**config.mk**
```make
export PLATFORM = sky130hd
export DESIGN_NAME = texture_key_value_record_parser
export DESIGN_NICKNAME = d
export VERILOG_FILES = /design/src/hw/rtl/tkvp_pkg.sv /design/src/hw/rtl/tkvp_core.sv /design/src/hw/rtl/tkvp_skid.sv /design/src/hw/rtl/texture_key_value_record_parser.sv
export SDC_FILE = /design/constraint.sdc
export NUM_CORES = 1
export LEC_CHECK = 0
export ABC_AREA = 1
export BUFFER_PORTS_ARGS = -buffer_cell sky130_fd_sc_hd__buf_4
export CAP_MARGIN = 20
export CORE_ASPECT_RATIO = 1.1
export CORE_UTILIZATION = 59
export CTS_BUF_LIST = sky130_fd_sc_hd__clkbuf_2 sky130_fd_sc_hd__clkbuf_4 sky130_fd_sc_hd__clkbuf_8
export CTS_CLUSTER_DIAMETER = 80
export DETAILED_ROUTE_END_ITERATION = 16
export PLACE_DENSITY = 0.8
export SYNTH_ARGS = -nofsm -noshare
export SYNTH_HDL_FRONTEND = slang
export SYNTH_HIERARCHICAL = 1
export SYNTH_SLANG_ARGS = --single-unit
```
**constraint.sdc**
```tcl
create_clock -name clk -period 6.3 [get_ports clk]
set_input_delay 0.945 -clock clk [delete_from_list [all_inputs] [get_ports clk]]
set_output_delay 0.945 -clock clk [all_outputs]
set_load 0.03 [all_outputs]
```
**src/hw/rtl/tkvp_pkg.sv**
```systemverilog
// ----------------------------------------------------------------------------
// tkvp_pkg
// Shared types, codes and character tables for the texture key/value
// record parser.
// ----------------------------------------------------------------------------
package tkvp_pkg;

  // largest region the parser accepts, in bytes
  localparam logic [20:0] MAX_REGION_BYTES = 21'd524288;

  // configuration register indexes
  localparam logic CFG_SWAP_SIZE_BYTES = 1'b0;
  localparam logic CFG_REGION_BYTES    = 1'b1;

  // byte role tags
  localparam logic [2:0] ROLE_SIZE      = 3'd0;
  localparam logic [2:0] ROLE_KEY       = 3'd1;
  localparam logic [2:0] ROLE_KEY_END   = 3'd2;
  localparam logic [2:0] ROLE_VALUE     = 3'd3;
  localparam logic [2:0] ROLE_VALUE_END = 3'd4;
  localparam logic [2:0] ROLE_PAD       = 3'd5;
  localparam logic [2:0] ROLE_IGNORED   = 3'd6;

  // error codes
  localparam logic [2:0] ERR_NONE          = 3'd0;
  localparam logic [2:0] ERR_OVERRUN       = 3'd1;
  localparam logic [2:0] ERR_KEY_NUL       = 3'd2;
  localparam logic [2:0] ERR_VALUE_NUL     = 3'd3;
  localparam logic [2:0] ERR_SIZE_TRUNC    = 3'd4;

  // length of the orientation key and of the compared value prefix
  localparam logic [3:0] ORIENT_KEY_LEN = 4'd14;
  localparam logic [2:0] ORIENT_VAL_LEN = 3'd7;

  // one result beat
  typedef struct packed {
    logic [7:0] byte_out;
    logic [2:0] byte_role;
    logic       record_ok;
    logic [2:0] error_code;
    logic [1:0] flip_bits;
    logic       orientation_seen;
  } tkvp_result_t;

  // characters of "KTXorientation"
  function automatic logic [7:0] orient_key_char(input logic [3:0] pos);
    logic [7:0] c;
    unique case (pos)
      4'd0:    c = "K";
      4'd1:    c = "T";
      4'd2:    c = "X";
      4'd3:    c = "o";
      4'd4:    c = "r";
      4'd5:    c = "i";
      4'd6:    c = "e";
      4'd7:    c = "n";
      4'd8:    c = "t";
      4'd9:    c = "a";
      4'd10:   c = "t";
      4'd11:   c = "i";
      4'd12:   c = "o";
      4'd13:   c = "n";
      default: c = 8'h00;
    endcase
    return c;
  endfunction

  // characters of the four orientation values, "S=r,T=d" and friends
  function automatic logic [7:0] orient_val_char(input logic [1:0] idx,
                                                 input logic [2:0] pos);
    logic [7:0] c;
    unique case (pos)
      3'd0:    c = "S";
      3'd1:    c = "=";
      3'd2:    c = idx[1] ? "l" : "r";
      3'd3:    c = ",";
      3'd4:    c = "T";
      3'd5:    c = "=";
      3'd6:    c = idx[0] ? "u" : "d";
      default: c = 8'h00;
    endcase
    return c;
  endfunction

endpackage

```
**src/hw/rtl/tkvp_core.sv**
```systemverilog
// ----------------------------------------------------------------------------
// tkvp_core
// Parser state, configuration registers and the per-byte step logic.
// Produces one result beat for every accepted input beat.
// ----------------------------------------------------------------------------
module tkvp_core
  import tkvp_pkg::*;
#(
  parameter logic [20:0] MAX_REGION = MAX_REGION_BYTES
)
(
  input  logic         clk,
  input  logic         rst,
  input  logic         cfg_we,
  input  logic         cfg_index,
  input  logic [19:0]  cfg_data,
  input  logic         in_fire,
  input  logic [7:0]   data_byte,
  input  logic         region_start,
  output tkvp_result_t result
);

  // parse phase codes
  localparam logic [1:0] PH_SIZE  = 2'd0;
  localparam logic [1:0] PH_KEY   = 2'd1;
  localparam logic [1:0] PH_VALUE = 2'd2;
  localparam logic [1:0] PH_PAD   = 2'd3;

  typedef struct packed {
    logic [1:0]  phase;
    logic [23:0] size_accum;
    logic [1:0]  size_cnt;
    logic [19:0] record_left;
    logic [1:0]  pad_left;
    logic [19:0] region_used;
    logic [3:0]  key_pos;
    logic        key_is_orient;
    logic [2:0]  value_pos;
    logic [3:0]  value_mask;
    logic        orient_found;
    logic [1:0]  flip_state;
    logic        stopped;
  } core_state_t;

  localparam core_state_t STATE_CLEAR = '{
    phase: PH_SIZE, size_accum: 24'd0, size_cnt: 2'd0, record_left: 20'd0,
    pad_left: 2'd0, region_used: 20'd0, key_pos: 4'd0, key_is_orient: 1'b1,
    value_pos: 3'd0, value_mask: 4'hF, orient_found: 1'b0, flip_state: 2'd1,
    stopped: 1'b0};

  logic        swap_size_bytes;
  logic [19:0] region_bytes;
  core_state_t st;
  core_state_t cur;
  core_state_t st_next;

  logic        active;
  logic [19:0] used_inc;
  logic [19:0] left_dec;
  logic [31:0] size_word;
  logic [32:0] size_end;
  logic [3:0]  mask_upd;

  // configuration registers
  always_ff @(posedge clk) begin
    if (rst) begin
      swap_size_bytes <= 1'b0;
      region_bytes    <= 20'd0;
    end else if (cfg_we) begin
      unique case (cfg_index)
        CFG_SWAP_SIZE_BYTES: swap_size_bytes <= cfg_data[0];
        CFG_REGION_BYTES:    region_bytes    <= cfg_data;
        default:             region_bytes    <= region_bytes;
      endcase
    end
  end

  // region start clears the parser before the byte is stepped
  assign cur      = region_start ? STATE_CLEAR : st;
  assign used_inc = cur.region_used + 20'd1;
  assign left_dec = cur.record_left - 20'd1;
  assign active   = (region_bytes != 20'd0) &&
                    ({1'b0, region_bytes} <= MAX_REGION) &&
                    !cur.stopped && (cur.region_used < region_bytes);

  // assembled size field on its fourth byte
  assign size_word = swap_size_bytes ?
                     {cur.size_accum[7:0], cur.size_accum[15:8],
                      cur.size_accum[23:16], data_byte} :
                     {data_byte, cur.size_accum};
  assign size_end  = {13'd0, used_inc} + {1'b0, size_word};

  // orientation value prefix compare
  always_comb begin
    mask_upd = cur.value_mask;
    for (int i = 0; i < 4; i++) begin
      if (orient_val_char(2'(i), cur.value_pos) != data_byte) mask_upd[i] = 1'b0;
    end
  end

  // per-byte step
  always_comb begin
    st_next                 = cur;
    result.byte_out         = data_byte;
    result.byte_role        = ROLE_IGNORED;
    result.record_ok        = 1'b0;
    result.error_code       = ERR_NONE;
    if (active) begin
      st_next.region_used = used_inc;
      unique case (cur.phase)
        PH_SIZE: begin
          result.byte_role = ROLE_SIZE;
          if (cur.size_cnt != 2'd3) begin
            st_next.size_accum[8*cur.size_cnt +: 8] = data_byte;
            st_next.size_cnt = cur.size_cnt + 2'd1;
            if (used_inc >= region_bytes) begin
              result.error_code = ERR_SIZE_TRUNC;
              st_next.stopped   = 1'b1;
            end
          end else begin
            st_next.size_cnt   = 2'd0;
            st_next.size_accum = 24'd0;
            if (size_end > {13'd0, region_bytes}) begin
              result.error_code = ERR_OVERRUN;
              st_next.stopped   = 1'b1;
            end else if (size_word == 32'd0) begin
              result.error_code = ERR_KEY_NUL;
              st_next.stopped   = 1'b1;
            end else begin
              st_next.record_left   = size_word[19:0];
              st_next.pad_left      = 2'd0 - size_word[1:0];
              st_next.key_pos       = 4'd0;
              st_next.key_is_orient = 1'b1;
              st_next.value_pos     = 3'd0;
              st_next.value_mask    = 4'hF;
              st_next.phase         = PH_KEY;
            end
          end
        end
        PH_KEY: begin
          st_next.record_left = left_dec;
          if (data_byte == 8'h00) begin
            result.byte_role = ROLE_KEY_END;
            if (cur.key_pos != ORIENT_KEY_LEN) st_next.key_is_orient = 1'b0;
            if (left_dec == 20'd0) begin
              result.error_code = ERR_VALUE_NUL;
              st_next.stopped   = 1'b1;
            end else begin
              st_next.phase = PH_VALUE;
            end
          end else begin
            result.byte_role = ROLE_KEY;
            if (cur.key_pos < ORIENT_KEY_LEN &&
                data_byte == orient_key_char(cur.key_pos)) begin
              st_next.key_pos = cur.key_pos + 4'd1;
            end else begin
              st_next.key_is_orient = 1'b0;
            end
            if (left_dec == 20'd0) begin
              result.error_code = ERR_KEY_NUL;
              st_next.stopped   = 1'b1;
            end
          end
        end
        PH_VALUE: begin
          st_next.record_left = left_dec;
          if (data_byte == 8'h00) begin
            result.byte_role = ROLE_VALUE_END;
            if (left_dec != 20'd0) begin
              result.error_code = ERR_VALUE_NUL;
              st_next.stopped   = 1'b1;
            end else begin
              result.record_ok = 1'b1;
              // first orientation record picks the flip bits
              if (cur.key_is_orient && !cur.orient_found) begin
                st_next.orient_found = 1'b1;
                if (cur.value_pos == ORIENT_VAL_LEN) begin
                  priority if (cur.value_mask[0]) st_next.flip_state = 2'd0;
                  else if (cur.value_mask[1])     st_next.flip_state = 2'd1;
                  else if (cur.value_mask[2])     st_next.flip_state = 2'd2;
                  else if (cur.value_mask[3])     st_next.flip_state = 2'd3;
                  else                            st_next.flip_state = cur.flip_state;
                end
              end
              st_next.phase = (cur.pad_left != 2'd0) ? PH_PAD : PH_SIZE;
            end
          end else begin
            result.byte_role = ROLE_VALUE;
            if (cur.value_pos < ORIENT_VAL_LEN) begin
              st_next.value_mask = mask_upd;
              st_next.value_pos  = cur.value_pos + 3'd1;
            end
            if (left_dec == 20'd0) begin
              result.error_code = ERR_VALUE_NUL;
              st_next.stopped   = 1'b1;
            end
          end
        end
        PH_PAD: begin
          result.byte_role = ROLE_PAD;
          st_next.pad_left = cur.pad_left - 2'd1;
          if (cur.pad_left == 2'd1) st_next.phase = PH_SIZE;
        end
        default: st_next = cur;
      endcase
    end
    result.flip_bits        = st_next.flip_state;
    result.orientation_seen = st_next.orient_found;
  end

  // parser state
  always_ff @(posedge clk) begin
    if (rst) begin
      st <= STATE_CLEAR;
    end else if (in_fire) begin
      st <= st_next;
    end
  end

endmodule

```
**src/hw/rtl/tkvp_skid.sv**
```systemverilog
// ----------------------------------------------------------------------------
// tkvp_skid
// Output register with a skid stage, so the input side can take one further
// beat while a result waits on a stalled receiver.
// ----------------------------------------------------------------------------
module tkvp_skid
  import tkvp_pkg::*;
(
  input  logic         clk,
  input  logic         rst,
  input  logic         push,
  input  tkvp_result_t push_data,
  output logic         full,
  output logic         out_valid,
  input  logic         out_stall,
  output tkvp_result_t out_data
);

  logic         main_valid;
  logic         skid_valid;
  tkvp_result_t skid_data;
  logic         pop;

  assign pop       = main_valid && !out_stall;
  assign full      = skid_valid;
  assign out_valid = main_valid;

  // valid flags
  always_ff @(posedge clk) begin
    if (rst) begin
      main_valid <= 1'b0;
      skid_valid <= 1'b0;
    end else if (skid_valid) begin
      if (pop) skid_valid <= 1'b0;
    end else if (push) begin
      if (main_valid && !pop) skid_valid <= 1'b1;
      main_valid <= 1'b1;
    end else if (pop) begin
      main_valid <= 1'b0;
    end
  end

  // result beats
  always_ff @(posedge clk) begin
    if (skid_valid) begin
      if (pop) out_data <= skid_data;
    end else if (push) begin
      if (!main_valid || pop) out_data  <= push_data;
      else                    skid_data <= push_data;
    end
  end

endmodule

```
**src/hw/rtl/texture_key_value_record_parser.sv**
```systemverilog
// ----------------------------------------------------------------------------
// texture_key_value_record_parser
// Tags each byte of a texture header key/value region with its role,
// checks record framing and picks up the orientation flip bits.
// ----------------------------------------------------------------------------
// Usage:
//   Input beats carry data_byte and region_start (high on the first byte of
//   a region). A beat is taken when in_valid is high and in_stall is low.
//   Every input beat yields exactly one result beat on the output channel,
//   taken when out_valid is high and out_stall is low.
//   The result of a taken beat is registered in the output register, or in
//   the skid stage while an earlier result still waits there.
//   Throughput is one beat per cycle while the receiver does not stall; the
//   step is a single compare-and-update pass plus one 33-bit add and compare
//   for the record overrun check.
//   When the receiver stalls, one further beat is caught in a skid stage;
//   in_stall is then high until the receiver takes a beat.
//   Configuration (swap_size_bytes at index 0, region_bytes at index 1) is
//   written through cfg_we/cfg_index/cfg_data, by the user only while idle;
//   the block does not enforce this. Reset clears both registers, the parser
//   and the output stage; region_bytes at zero tags every byte ignored.
// ----------------------------------------------------------------------------
module texture_key_value_record_parser
  import tkvp_pkg::*;
#(
  parameter logic [20:0] MAX_REGION = MAX_REGION_BYTES
)
(
  input  logic        clk,
  input  logic        rst,
  input  logic        cfg_we,
  input  logic        cfg_index,
  input  logic [19:0] cfg_data,
  input  logic        in_valid,
  output logic        in_stall,
  input  logic [7:0]  data_byte,
  input  logic        region_start,
  output logic        out_valid,
  input  logic        out_stall,
  output logic [7:0]  byte_out,
  output logic [2:0]  byte_role,
  output logic        record_ok,
  output logic [2:0]  error_code,
  output logic [1:0]  flip_bits,
  output logic        orientation_seen
);

  logic         in_fire;
  tkvp_result_t step_result;
  tkvp_result_t out_data;

  assign in_fire = in_valid && !in_stall;

  // byte step and parser state
  tkvp_core #(
    .MAX_REGION (MAX_REGION)
  ) u_core (
    .clk          (clk),
    .rst          (rst),
    .cfg_we       (cfg_we),
    .cfg_index    (cfg_index),
    .cfg_data     (cfg_data),
    .in_fire      (in_fire),
    .data_byte    (data_byte),
    .region_start (region_start),
    .result       (step_result)
  );

  // output register and skid stage
  tkvp_skid u_skid (
    .clk       (clk),
    .rst       (rst),
    .push      (in_fire),
    .push_data (step_result),
    .full      (in_stall),
    .out_valid (out_valid),
    .out_stall (out_stall),
    .out_data  (out_data)
  );

  assign byte_out         = out_data.byte_out;
  assign byte_role        = out_data.byte_role;
  assign record_ok        = out_data.record_ok;
  assign error_code       = out_data.error_code;
  assign flip_bits        = out_data.flip_bits;
  assign orientation_seen = out_data.orientation_seen;

endmodule

```
Yosys cells after proc, flatten, opt, wreduce, memory -nomap -nowiden --
Memories as Yosys holds them, arrays and structs flattened. Index checks and enable logic that the tools add are counted.
Operators by class: reduce and logical (&&, ||, !) cells 33, muxes and demuxes 88, equality and inequality tests 19, $add $sub $neg 9, shift-type cells 2, bitwise operators 3, $lt $le $gt $ge 6
Operator list (number):
- 86-bit 2-to-1 mux | 2
- 7-bit one-hot mux with 6 select lines | 4
- 18-bit 2-to-1 mux | 4
- 22-bit 2-to-1 mux | 3
- 26-bit 2-to-1 mux | 2
- 20-bit one-hot mux with 2 select lines | 1
- 20-bit nonzero test | 2
- 2-bit 2-to-1 mux | 19
- 12-bit 2-to-1 mux | 3
- 5-bit negator with 34-bit output | 1
- 8-bit by 34-bit variable shift with 24-bit output, first input constant | 1
- 8-bit by 34-bit indexed part select with 24-bit output | 1
- 20-bit by 32-bit adder with 33-bit output | 1
- 33-bit by 20-bit > comparator with 1-bit output | 1
- 32-bit logical NOT | 1
- 32-bit 2-to-1 mux | 1
- 7-bit by 8-bit != test with 1-bit output | 4
- 3-bit 2-to-1 mux | 10
- 24-bit bitwise mux | 1
- 8-bit 2-to-1 mux | 3
- 1-bit 2-to-1 mux | 23
- 7-bit 2-to-1 mux | 3
- 20-bit by 1-bit adder with 20-bit output, second input constant | 1
- 20-bit >= comparator | 1
- 38 further kinds | 67
Word-level totals: register bits 145, input port bits 35, output and inout bits 20, word-level logic and storage cells 190, bits in read-only memories 112, memories kept 1
Memory list:
- (no name shown) | words 16, bits a word 7, rd ports 1, clocked after memory_dff 0, wr ports 0, RTL line tkvp_pkg.sv:48 | unique case (pos)

Longest topological paths before layout --
Gate-level depths: netlist (run 1).
word-level depth 14, depth in mapped cells 44, mapped depth without buffers 41

Modules after synthesis --
The synthesis (run 1) kept the hierarchy.
Modules (own cells, without submodules):
- tkvp_core | times used 1, seq. area each 2142.1 µm², area each 12271.8 µm², cells an instance 2044
- tkvp_skid | times used 1, seq. area each 1121.1 µm², area each 1428.9 µm², cells an instance 113
- texture_key_value_record_parser | times used 1, seq. area each 0.0 µm², area each 10.0 µm², cells an instance 2

Least setup slack after synthesis (run 1) --
OpenSTA, ideal clock, no wires.
path kind input to register, from input port region_start, to register, netlist name u_skid/out_data[3], stages 38, setup slack 0.255 ns, arrival 5.793 ns, setup time 0.252 ns, buffers on the path 5, required time 6.048 ns, path through buf_4 buf_6 clkbuf_1 buf_1 nor2_1 ha_1 nand3_2 nor2_2 nand2_1 nor3_1 nand2_1 nor2_1 a21oi_1 a21oi_1 ha_1 nand2_1 inv_1 a21oi_1 (+2 left out) xnor2_1 ha_1 nand2_1 inv_1 a221oi_1 nand2_1 nand2_1 nand2_1 nand2_1 nand3_1 nor2_1 nand3_1 nor2_4 buf_2 o221a_2 nor2_1 nand2_1 nand2_1
RTL lines:
- start: declaration | RTL line texture_key_value_record_parser.sv:37 | input logic region_start,

Final worst setup path (run 1) --
from input port region_start, to register u_core/st[11] (netlist bit)
On the way: longest elaborated chain between the ends 11, elaborated cells on any way between the ends 29, those cells by class 2 x add/sub; 3 x order compare; 4 x eq/ne; 13 x mux; 6 x reduce/logical; 1 x memory
Ends and longest elaborated chain:
- 86-bit 2-to-1 mux * | RTL line tkvp_core.sv:79 | assign cur = region_start ? STATE_CLEAR : st;
- parallel branches: the longest is 9 deep, another holds 20-bit by 32-bit adder with 33-bit output
- 86-bit 2-to-1 mux * | RTL line tkvp_core.sv:108 | if (active) begin
- end signal: assignment | RTL line tkvp_core.sv:216 | st <= st_next;
- end: declaration | RTL line tkvp_core.sv:53 | core_state_t st;
Every way passes the cells marked *. The select of a mux whose other input is x is not followed. A chain may end at the register's enable or synchronous reset.

==> flow_metrics.tcl, run 1 <==
set metrics [dict create \
    status "finished, final reports clean" \
    drc 0 \
    ant_nets 0 \
    hold_viol 0 \
    htreeDepth 4 \
    rows 58 \
    synth_cell_types 58 \
    async_flop_share 0 \
    tritoncts "yes" \
    die_h_um 162 \
    clkTransAtPathRegs_ns 0.11 \
    die_x_um 147 \
    wl_met1_um 17300 \
    critPathMaxStageDelay_ns 0.41 \
    finalCriticalPeriod_ns 5.83 \
    yosys_warnings 6 \
    drive_gt1_frac 0.0945 \
    period_share 0.926 \
    dr.first_iter.drc_count 1578 \
    skew_ns 0.0165 \
    setup_viol 0 \
    p_leak_nw 6.83 \
    port_buffers 54 \
    power_density_nw_per_um2 267 \
    viasPerCell 5.98 \
    cts_setup_buffers 0 \
    area_delta_synth_final_pct 7.00 \
    cp-end-kind "flip-flop" \
    core_area_um2 22900 \
    crit_type "primary input to flip-flop" \
    crit_path_top_delay_cell "fa_1" \
    drt-total-wl_um 43000 \
    yosysTopAreaCellShare 0.159 \
    cts_root_buffer "clkbuf_8" \
    grt_pass1_wl_um 67300 \
    synth_edf_count 36 \
    gr-usage-all-layers 0.354 \
    holdWs_ns 0.472 \
    rsz0062_at_grt "no" \
    clk_latency_ns 0.48 \
    finalSetupTns_ns 0 \
    required_ns 6.73 \
    setup.worst_path.start_class "primary input" \
    slew_headroom 0.247 \
    antenna_found_initial 0 \
    dr.max_layer_used "met4" \
    clock.fmax_ghz 0.171 \
    antenna_cells 0 \
    gp_congestion 1.02 \
    nFillCells 2161 \
    p_switching_w 0.00185 \
    dieArea_um2 23900 \
    slew_violations 0 \
    start_util 0.600 \
    worstMarginPinSlew_ns 1.13 \
    combPwrFrac 0.490 \
    finalNetCount 2300 \
    internal_power_w 0.00206 \
    swShare 0.473 \
    synthesis.nets 2302 \
    cts_sinks 145 \
    p_seq_frac 0.298 \
    synthTopCellsByArea "dfxtp_1 (16%), nand2_1 (15%), ha_1 (9.8%)" \
    vias 14800 \
    ioPinCount 55 \
    wl_met2_um 20300 \
    ys_seq_elements 145 \
    yosys-top-cells-count "nand2_1 (548), inv_1 (247), a21oi_1 (239)" \
    syn_avg_cell_area_um2 6.35 \
    postSynthCellCount 2159 \
    path_max_fanout 16 \
    grt_max_degree 112 \
    clockBufferDepth 2 \
    power_frac_clock 0.212 \
    grt_pass1_vias 13400 \
    synth_top_cell_by_area "dfxtp_1" \
    hold_path.class "flip-flop to flip-flop" \
    dr.pass1.iters 6 \
    cpMostUsedCell "nand2_1" \
    cts_buffers 17 \
    dp_hpwl_um 31600 \
    synth_ff_type "dfxtp_1" \
    arrival_ns 6.26 \
    yosysSeqAreaShare 0.238 \
    wl_per_cell_um 17.4 \
    yosysMostFrequentCell "nand2_1" \
    dr_wl_met3_um 3010 \
    peakVddDrop_mv 0.354 \
    max_cap_viol_count 0 \
    syn_area_um2 13700 \
    gr-total-overflow 0 \
]
-- area by class of cell --
| type | count | area, um^2 | area share |
|---|---|---|---|
| Clock buffer | 17 | 234 | 0.0159 |
| Clock inverter | 15 | 205 | 0.0140 |
| Inverter | 269 | 1010 | 0.0692 |
| Multi-Input combinational cell | 1640 | 8930 | 0.609 |
| Sequential cell | 145 | 3260 | 0.222 |
| Tap cell | 300 | 375 | 0.0256 |
| Timing Repair Buffer | 84 | 643 | 0.0438 |
-- worst max-delay path, delay by kind of cell --
family | cells | cell delay, ns
buf+inv | 5 | 0.86
compound gates | 5 | 1.02
xor+xnor | 1 | 0.14
fa+ha+maj | 3 | 1.00
simple gates | 23 | 2.28
-- worst paths after layout --
| path | from | endpoint | slack [ns] | depth (start not counted) |
|---|---|---|---|---|
| setup / recovery | region_start | u_core/st[11] | 0.47 | 37 |
| hold / removal | u_core/st[52] | u_core/st[52] | 0.47 | 2 |
| setup reg to reg | u_core/st[17] | u_core/st[11] | 0.78 | 34 |
| hold reg to reg | u_core/st[52] | u_core/st[52] | 0.47 | 2 |
-- layout by cell type, fill, tap and decap left out, types with 18 or more instances in the layout --
master | synthesis | final
ha_1 | 107 | 107
nand3_1 | 105 | 105
edfxtp_1 | 36 | 36
inv_1 | 247 | 247
nand2_1 | 548 | 548
nand4_1 | 67 | 67
xor2_1 | 46 | 46
nor3_1 | 19 | 18
dfxtp_1 | 109 | 109
o21ai_0 | 150 | 150
nor2_1 | 171 | 170
nand2_2 | 18 | 18
a21oi_1 | 239 | 239
buf_4 | 12 | 83
-- state kept, by name, summed over array words and instances (netlist names) --
register and cells:
u_skid/out_valid 1, u_core/region_bytes 20, u_core/swap_size_bytes 1, u_core/st 86
u_skid/skid_data 18, u_skid/full 1, u_skid/out_data 18
-- logic make-up (layout without fill, tap and decap cells) --
family / Yosys count / in the layout / synth area share
compound gates: 493 / 493 / 0.199
xor+xnor: 52 / 52 / 0.0332
fa+ha+maj: 108 / 108 / 0.0991
buf+inv: 375 / 385 / 0.113
simple gates: 986 / 987 / 0.317
flops: 145 / 145 / 0.238
-- layer usage --
layer | vias to the layer above | track usage
met4 | 0 | 0.215
met1 | 6749 | 0.422
met3 | 142 | 0.0419
li1 | 7219 | -
met2 | 665 | 0.610
met5 | - | 0
-- power groups by stage --
stage	Clock (W)	Sequential [W]	Combinational (W)
after floorplan	0	0.00120	0.00139
after global routing	0.000872	0.00118	0.00212
after global placement	0	0.00118	0.00183
after detailed placement	0	0.00118	0.00186
final	0.000829	0.00116	0.00192
after CTS	0.000840	0.00116	0.00187
-- timing repair --
| action | in CTS | in global routing |
|---|---|---|
| resized for setup | 0 | 3 |
| hold buffers | 0 | 0 |
| setup endpoints to repair | 0 | 26 |
-- through the flow --
| stage | total power (W) | setup slack (ns) | utilization | cell area (um^2) | std cells |
|---|---|---|---|---|---|
| 2_1_floorplan | 0.00258 | 0.255 | - | 13700 | 2159 |
| 4_1_cts | 0.00387 | 0.513 | 0.641 | 14600 | 2469 |
| 3_3_place_gp | 0.00301 | 0.0384 | 0.621 | 14200 | 2437 |
| 6_report | 0.00391 | 0.466 | 0.642 | 14700 | 2470 |
| 5_1_grt | 0.00417 | 0.0980 | 0.642 | 14700 | 2470 |
| 3_5_place_dp | 0.00304 | 0.0263 | 0.621 | 14200 | 2437 |
(Power assumes the default switching activity.)
==> run 2, diff against run 1 <==
CORE_MARGIN = 3   (was default)
REMOVE_ABC_BUFFERS = 1   (was default)
==> flow_metrics.tcl, run 2 (synthesis gave the netlist of run 1 again) <==
set metrics [dict create \
    start_util 0.610 \
    grt_pass1_vias 13400 \
    htreeDepth 4 \
    viasPerCell 6.01 \
    clkTransAtPathRegs_ns 0.10 \
    dp_hpwl_um 33000 \
    setup.worst_path.start_class "primary input" \
    rows 57 \
    cpMostUsedCell "nand2_1" \
    max_cap_viol_count 0 \
    seqCellArea_um2 3260 \
    dpl-instance-area_um2 14300 \
    design_area_um2 14800 \
    cts_sinks 145 \
    die_x_um 151 \
    die_h_um 166 \
    tritoncts "yes" \
    gp_congestion 0.985 \
    cts_root_buffer "clkbuf_8" \
    cts_buffers 17 \
    combPwrFrac 0.494 \
    clockBufferDepth 2 \
    grt_max_degree 91 \
    final_common_cell "nand2_1" \
    reg_top3 "u_core/st: 86 flops, u_core/region_bytes: 20 flops" \
    worstMarginPinSlew_ns 1.12 \
    antenna_found_initial 0 \
    multi_input_area_um2 8930 \
    required_ns 6.64 \
    slew_headroom 0.254 \
    antenna_cells 0 \
    setup_viol 0 \
    finalCriticalPeriod_ns 5.79 \
    wl_per_cell_um 17.6 \
    dr.first_iter.drc_count 1424 \
    holdWs_ns 0.470 \
    gr-total-overflow 0 \
    hold_path.class "flip-flop to flip-flop" \
    finalNetCount 2319 \
    dieArea_um2 25100 \
    crit_type "primary input to flip-flop" \
    nFillCells 2109 \
    swShare 0.464 \
    arrival_ns 6.13 \
    ant_nets 0 \
    internal_power_w 0.00209 \
    regMostFlops "u_core/st" \
    dr.pass1.iters 6 \
    critPathMaxStageDelay_ns 0.38 \
    vias 14900 \
    power_density_nw_per_um2 263 \
    slew_violations 0 \
    core_area_um2 22500 \
    power_frac_clock 0.207 \
    place_inst 2446 \
    final_cell_mix "nand2_1 (548), inv_1 (247), a21oi_1 (239), nor2_1 (169), o21ai_0 (150)" \
    largest_reg_flops 86 \
    drive_gt1_frac 0.102 \
    p_seq_frac 0.299 \
    clk_latency_ns 0.48 \
    drt-total-wl_um 43800 \
    drc 0 \
    grt_pass1_wl_um 68700 \
    gr-usage-all-layers 0.338 \
    area_delta_synth_final_pct 7.99 \
    port_buffers 54 \
    period_share 0.918 \
    skew_ns 0.0181 \
    clock.fmax_ghz 0.173 \
    stdcell_count 2484 \
    crit_path_top_delay_cell "ha_1" \
    peakVddDrop_mv 0.254 \
    status "finished, final reports clean" \
    cp-end-kind "flip-flop" \
    rsz0062_at_grt "no" \
    path_max_fanout 14 \
    p_switching_w 0.00181 \
    ioPinCount 55 \
    p_leak_nw 6.93 \
    hold_viol 0 \
]
## run 2: changes by cell type in the layout (fill, tap and decap cells not counted), sizes merged
cell    previous run  this run
bufinv             1         2
clkinv            11        10
buf               84       103
## run 2: area by class of cell
type | instances | area share
Clock buffer | 17 | 0.0158
Sequential cell | 145 | 0.220
Multi-Input combinational cell | 1640 | 0.603
Tap cell | 295 | 0.0249
Inverter | 269 | 0.0685
Timing Repair Buffer | 103 | 0.0558
Clock inverter | 15 | 0.0117
## run 2: through the flow
step,power [W],util,setup slack [ns],TNS (ns)
2_1_floorplan,0.00253,-,0.553,0
3_5_place_dp,0.00305,0.637,-0.0338,-0.111
4_1_cts,0.00386,0.655,0.441,0
6_report,0.00390,0.659,0.514,0
3_3_place_gp,0.00301,0.637,0.0145,0
5_1_grt,0.00419,0.659,0.0259,0
## run 2: worst paths after layout
kind | startpoint | to | slack, ns | depth (start not counted)
worst max register to register | u_core/st[17] | u_core/st[12] | 0.76 | 33
worst min register to register | u_core/st[85] | u_core/st[85] | 0.47 | 2
worst min-delay path | u_core/st[85] | u_core/st[85] | 0.47 | 2
worst max-delay path | region_start | u_core/st[12] | 0.51 | 33
## run 2: routing by layer
layer	GRT usage	vias up	wire length, um
met1	0.456	6872	18400
met5	0	-	0
met4	0.119	0	1480
li1	-	7253	-
met3	0.0363	107	3500
met2	0.557	705	20400
## run 2: worst max-delay path, delay by kind of cell
family	cells	cell delay, ns
fa+ha+maj	3	0.93
compound gates	3	0.51
simple gates	22	2.83
buf+inv	3	0.45
xor+xnor	2	0.43
## run 2: repair_timing
item                       in CTS  in global routing
setup endpoints to repair       0                 33
gates resized for setup         0                  3
buffers inserted                0                  3
hold buffers                    0                  0
## run 2: power groups by stage
stage	Combinational, W	Sequential [W]	Clock, W
finish	0.00193	0.00117	0.000808
global route	0.00216	0.00118	0.000856
CTS	0.00188	0.00116	0.000814
detailed placement	0.00187	0.00118	0
global placement	0.00183	0.00118	0
floorplan	0.00133	0.00120	0
